--- src/sv/rfg_pkg.sv ---
package rfg_pkg;

  localparam int CoordW = 7;
  localparam int CountW = 8;
  localparam int ValueW = 31;

  localparam logic [CountW-1:0] CountRst = 8'd128;

  typedef enum logic [1:0] {
    MODE_LOAD = 2'd0,
    MODE_FILL = 2'd1,
    MODE_READ = 2'd2,
    MODE_RSVD = 2'd3
  } mode_e;

  typedef enum logic {
    CFG_ROW_COUNT = 1'b0,
    CFG_COL_COUNT = 1'b1
  } cfg_idx_e;

  localparam logic StatusOk  = 1'b0;
  localparam logic StatusErr = 1'b1;

  typedef logic [CoordW-1:0] coord_t;

  // walker control and status
  typedef struct packed {
    logic start;
    logic step;
  } walk_ctrl_t;

  typedef struct packed {
    logic last;
  } walk_stat_t;

endpackage

--- src/sv/rfg_walk.sv ---
module rfg_walk import rfg_pkg::*; (
  input  logic       clk_i,
  input  logic       rst_ni,
  input  walk_ctrl_t ctrl_i,
  input  coord_t     row_first_i,
  input  coord_t     col_first_i,
  input  coord_t     row_last_i,
  input  coord_t     col_last_i,
  output coord_t     row_o,
  output coord_t     col_o,
  output walk_stat_t stat_o
);

  coord_t row_q, row_d;
  coord_t col_q, col_d;
  logic   col_end;

  assign col_end = (col_q == col_last_i);

  // raster order, left to right, top to bottom
  always_comb begin
    row_d = row_q;
    col_d = col_q;
    if (ctrl_i.start) begin
      row_d = row_first_i;
      col_d = col_first_i;
    end else if (ctrl_i.step) begin
      if (col_end) begin
        col_d = col_first_i;
        row_d = row_q + coord_t'(1);
      end else begin
        col_d = col_q + coord_t'(1);
      end
    end
  end

  always_ff @(posedge clk_i or negedge rst_ni) begin
    if (!rst_ni) begin
      row_q <= '0;
      col_q <= '0;
    end else begin
      row_q <= row_d;
      col_q <= col_d;
    end
  end

  assign row_o       = row_q;
  assign col_o       = col_q;
  assign stat_o.last = col_end && (row_q == row_last_i);

endmodule

--- config.mk ---
export PLATFORM = sky130hd
export DESIGN_NAME = rfg_walk
export DESIGN_NICKNAME = d
export VERILOG_FILES = /design/src/sv/rfg_pkg.sv /design/src/sv/rfg_walk.sv
export SDC_FILE = /design/constraint.sdc
export NUM_CORES = 1
export LEC_CHECK = 0
export BUFFER_PORTS_ARGS = -buffer_cell sky130_fd_sc_hd__buf_2
export CORE_MARGIN = 2
export CORE_UTILIZATION = 47
export DETAILED_ROUTE_END_ITERATION = 10
export PLACE_DENSITY_LB_ADDON = 0.2
export SETUP_SLACK_MARGIN = 0.4
export SYNTH_ARGS = -nofsm -noshare
export SYNTH_HDL_FRONTEND = slang
export SYNTH_SLANG_ARGS = --single-unit
--- constraint.sdc ---
create_clock -name clk_i -period 2.01 [get_ports clk_i]
set_clock_uncertainty 0.15 [all_clocks]
set_input_delay 0.402 -clock clk_i [delete_from_list [all_inputs] [get_ports clk_i]]
set_output_delay 0.402 -clock clk_i [all_outputs]
set_load 0.03 [all_outputs]
After elaboration in Yosys (flattened, before gate mapping)
Cells that the tools add are included. W data, S select, Z words.

Output and inout bits: 15. Input port bits: 32. Word-level logic and storage cells: 16. Register bits after elaboration: 14.

Add/subtract/negate cells: 2. Muxes and demuxes: 6. Reduce and logical (&&, ||, !) cells: 4. Equality and inequality tests: 2.

Operators by type and width (count): $mux W7 (6); $add A7 B1 Y7 const B (2); $eq A7 B7 Y1 (2); $reduce_bool A2 Y1 (2); $reduce_and A2 Y1 (1); $logic_and A1 B1 Y1 (1).

Depth between registers and ports, before layout
Word-level depth: 4. Depth in mapped cells: 6. Gate-level depth less buffers: 5.

Worst setup path after synthesis
Ideal clock, no wire load.

Kind: reg2out. Start: reg col_q[2], in the netlist col_o[2]. End: out stat_o. Cell stages (with the launch flop): 7. Buffers on the path: 2. Data required time: 1.458 ns. Data arrival time: 1.978 ns. Setup slack: -0.520 ns. Cells stage by stage: dfrtp_1 -> buf_2 -> xnor2_2 -> and4_1 -> buf_2 -> nand2_2 -> nor3_1.

Cells in the longest elaborated chain, start to end: 2.

RTL lines: start, declared (RTL line rfg_walk.sv:15) `coord_t col_q, col_d;`; start signal, assigned (RTL line rfg_walk.sv:43) `col_q <= col_d;`; $eq A7 B7 Y1 (RTL line rfg_walk.sv:18) `assign col_end = (col_q == col_last_i);`; $logic_and A1 B1 Y1 (RTL line rfg_walk.sv:49) `assign stat_o.last = col_end && (row_q == row_last_i);`; end, declared (RTL line rfg_walk.sv:11) `output walk_stat_t stat_o`.

Every way passes these cells.

Worst setup path in the final report
Start: reg col_q[1], in the netlist col_o[1]. End: out stat_o.

Same word-level chain as after synthesis.

==> reports/summary.txt <==
CP peak stage delay - 0.44 ns
CTS root buf - clkbuf_4
P&R area growth vs syn - 63.2%
# H-tree levels - 1
first-pass GRT wire length - 5710 microns
ANT nets after route - 0
Row Count - 17
Crit. Startpoint - col_o[1]$_DFFE_PN0P_
TritonCTS clock tree - done
HP Class - in -> reg
Overflow after GRT - 0
mapped cell area - 1120 sq um
Tot Pwr - 1140 uW
crit share post-route - 103%
CP Launch Type - flip-flop
Filler cells - 136
worst-path fanout max - 2
Die Y-Extent - 52.8 microns
met2 Usage GRT - 51.9%
FF+latch count, synth - 14
CP endpoint - stat_o
Initial DRT Pass Iterations - 4
Leak Pwr - 0.000816 uW
wirelength, routed - 3660 microns
routed len/inst - 16.1 microns
Mapped Cells - 130
core area - 2230 sq um
Worst VDD drop - 0.520 mV
met3 Resource Use GR - 3.71%
most frequent cells in the layout - 39 x buf_2, 25 x buf_4, 11 x nand2_1, 11 x nor2_1, 10 x buf_6
layout cells sized above 1 - 53.0%
post-synthesis cell type count - 35
final setup violation count - 1
Slew headroom - 77.6%
GRT Util Overall - 27.8%
critical path endpoint category - output port
DPL Wire Length - 2410 microns
GRT Max-Usage Layer - met2
vias in the first global route - 1328
critical path class - reg -> out
run status - finished with violations
most common cell after layout, fill and taps aside - buf_2
DRC - 0
Die Width - 52.8 microns
post-route setup slack - -0.0612 ns
die area - 2790 sq um
Syn Nets - 164
r2r worst-path depth - 6
# IOs - 47
Max Fclk - 483 MHz
RSZ-0062 raised after global routing - true
Final Hold Vio Count - 0
ant diodes - 0
met1 usage - 30.8%
worst path cell trace - xnor2_2, and4_4, nand2_4, nor3_4, buf_6
synth warn - 0
post-layout min period - 2.07 ns
Slew @ Worst Pin - 0.336 ns
Initial Util - 50.1%
Avg Inst Size Synth - 8.60 sq um
Pwr Density - 624 nW/um^2
total number of vias - 1376
failing checks - setup timing
count of max-cap constraint violations - 0
CTS Buffer Depth - 2
worst skew pair latency - 0.28 ns
Seq/Total Area, Yosys - 31.3%
fin. max-slew vios - 0
RR Startpoint - col_o[1]$_DFFE_PN0P_
capturing point of the worst reg2reg path - row_o[2]$_DFFE_PN0P_
CTS Buf Count - 3
Nets - 235
Placer Congestion - 0.893
initial antenna violation count - 0
drt initial violations - 56
Worst EP arrival - 1.52 ns
CTS Sinks - 14
Max stage delay cell, worst path - dfrtp_2
setup TNS - -0.0612 ns
clock transition at the registers of the reported paths - 0.09 ns
port bufs - 46
WP data required - 1.46 ns
final core utilization - 81.7%
largest net degree at the start of global routing - 15
R2R Setup Slk - 0.09 ns
Avg Vias per Cell - 6.04
==> critical path, delay by kind of cell (launching register included) <==
kind	cells	cell delay [ns]
DFF	1	0.44
and+or+nand+nor	3	0.44
xor gates and xnor gates	1	0.21
buffers and inverters	1	0.15
==> power breakdown <==
group          internal [uW]  switching, uW  leakage [uW]
Sequential               319           52.0      0.000152
Combinational            266            294      0.000643
Clock                    110           97.4     0.0000210
Total                    695            443      0.000816
==> cells by family after synthesis <==
family | after synthesis | share of synthesized area, %
compound gates | 32 | 21.1
xor+xnor | 15 | 13.1
fa+ha+maj | 2 | 2.24
buf+inv | 12 | 5.26
flops | 14 | 31.3
mux | 1 | 1.01
simple gates | 54 | 26.0
==> synth_stat cells (all sizes together) <==
cell	count	share of area (%)
and3	4	2.2
nor2	11	3.7
o311ai	1	0.78
nand3	7	3.1
o211a	1	0.89
o21ai	1	0.45
or4	4	2.7
nand2b	1	0.56
a221o	1	0.89
nand4	7	4.5
and4	1	0.78
o31ai	5	3.4
mux2	1	1.0
nand4b	2	1.6
o22ai	3	1.7
a22o	1	0.78
a22oi	5	3.4
dfrtp	14	31
nor3b	1	0.67
buf	6	3.2
o41ai	2	1.6
nor3	3	1.3
a31oi	6	3.4
nor4	1	0.56
clkbuf	4	1.3
xnor2	15	13
ha	2	2.2
clkinv	1	0.34
nand2	12	4.3
o211ai	6	4.0
inv	1	0.34
==> per-layer routing <==
layer,part of all wire [%],routed length (microns)
met5,0,0
met4,1.7,61
met3,8.1,296
met2,52,1890
met1,39,1410
==> flip-flops by register name, summed over array words and instances (netlist names) <==
signal  count
col_o       7
row_o       7
==> how the worst min path moves through the flow <==
| stage | start | to | slack [ns] | depth (start not counted) |
|---|---|---|---|---|
| finish | col_first_i[1] | col_o[1]$_DFFE_PN0P_ | 0.20 | 2 |
| CTS | row_first_i[0] | row_o[0]$_DFFE_PN0P_ | 0.18 | 3 |
| floorplan | rst_ni | col_o[0]$_DFFE_PN0P_ | -0.04 | 0 |
| detailed placement | rst_ni | row_o[3]$_DFFE_PN0P_ | 0.17 | 1 |
| global placement | rst_ni | row_o[3]$_DFFE_PN0P_ | 0.16 | 1 |
| global route | col_first_i[1] | col_o[1]$_DFFE_PN0P_ | 0.20 | 2 |
==> repair_timing <==
| action | 4_1_cts | 5_1_grt |
|---|---|---|
| setup endpoints to repair | 15 | 21 |
| hold buffers | 1 | 0 |
| setup buffers | 8 | 7 |
| pin swaps | 8 | 6 |
| endpoints found under the hold margin | 14 | 0 |
| gates resized for setup | 13 | 24 |
==> per-stage QoR <==
stage               std cells  hold WS (ns)  worst slack, ns  cell area, sq um
detailed placement        208         0.173           0.0503              1490
finish                    228         0.205          -0.0612              1830
floorplan                 130       -0.0436           0.0174              1190
CTS                       221         0.179          -0.0316              1670
global route              228         0.204           -0.106              1830
global placement          208         0.163           0.0760              1490
==> area by class of cell <==
cell class / count / area (sq um) / share of cell area [%]
clock buffers: 4 / 36.3 / 1.99
inverters: 2 / 7.51 / 0.411
multi-input cells: 104 / 860 / 47.1
flip-flops and latches: 14 / 362 / 19.8
well taps: 28 / 35.0 / 1.92
repair buffers: 76 / 526 / 28.8
Note: power is estimated with default switching activity, not from simulation.
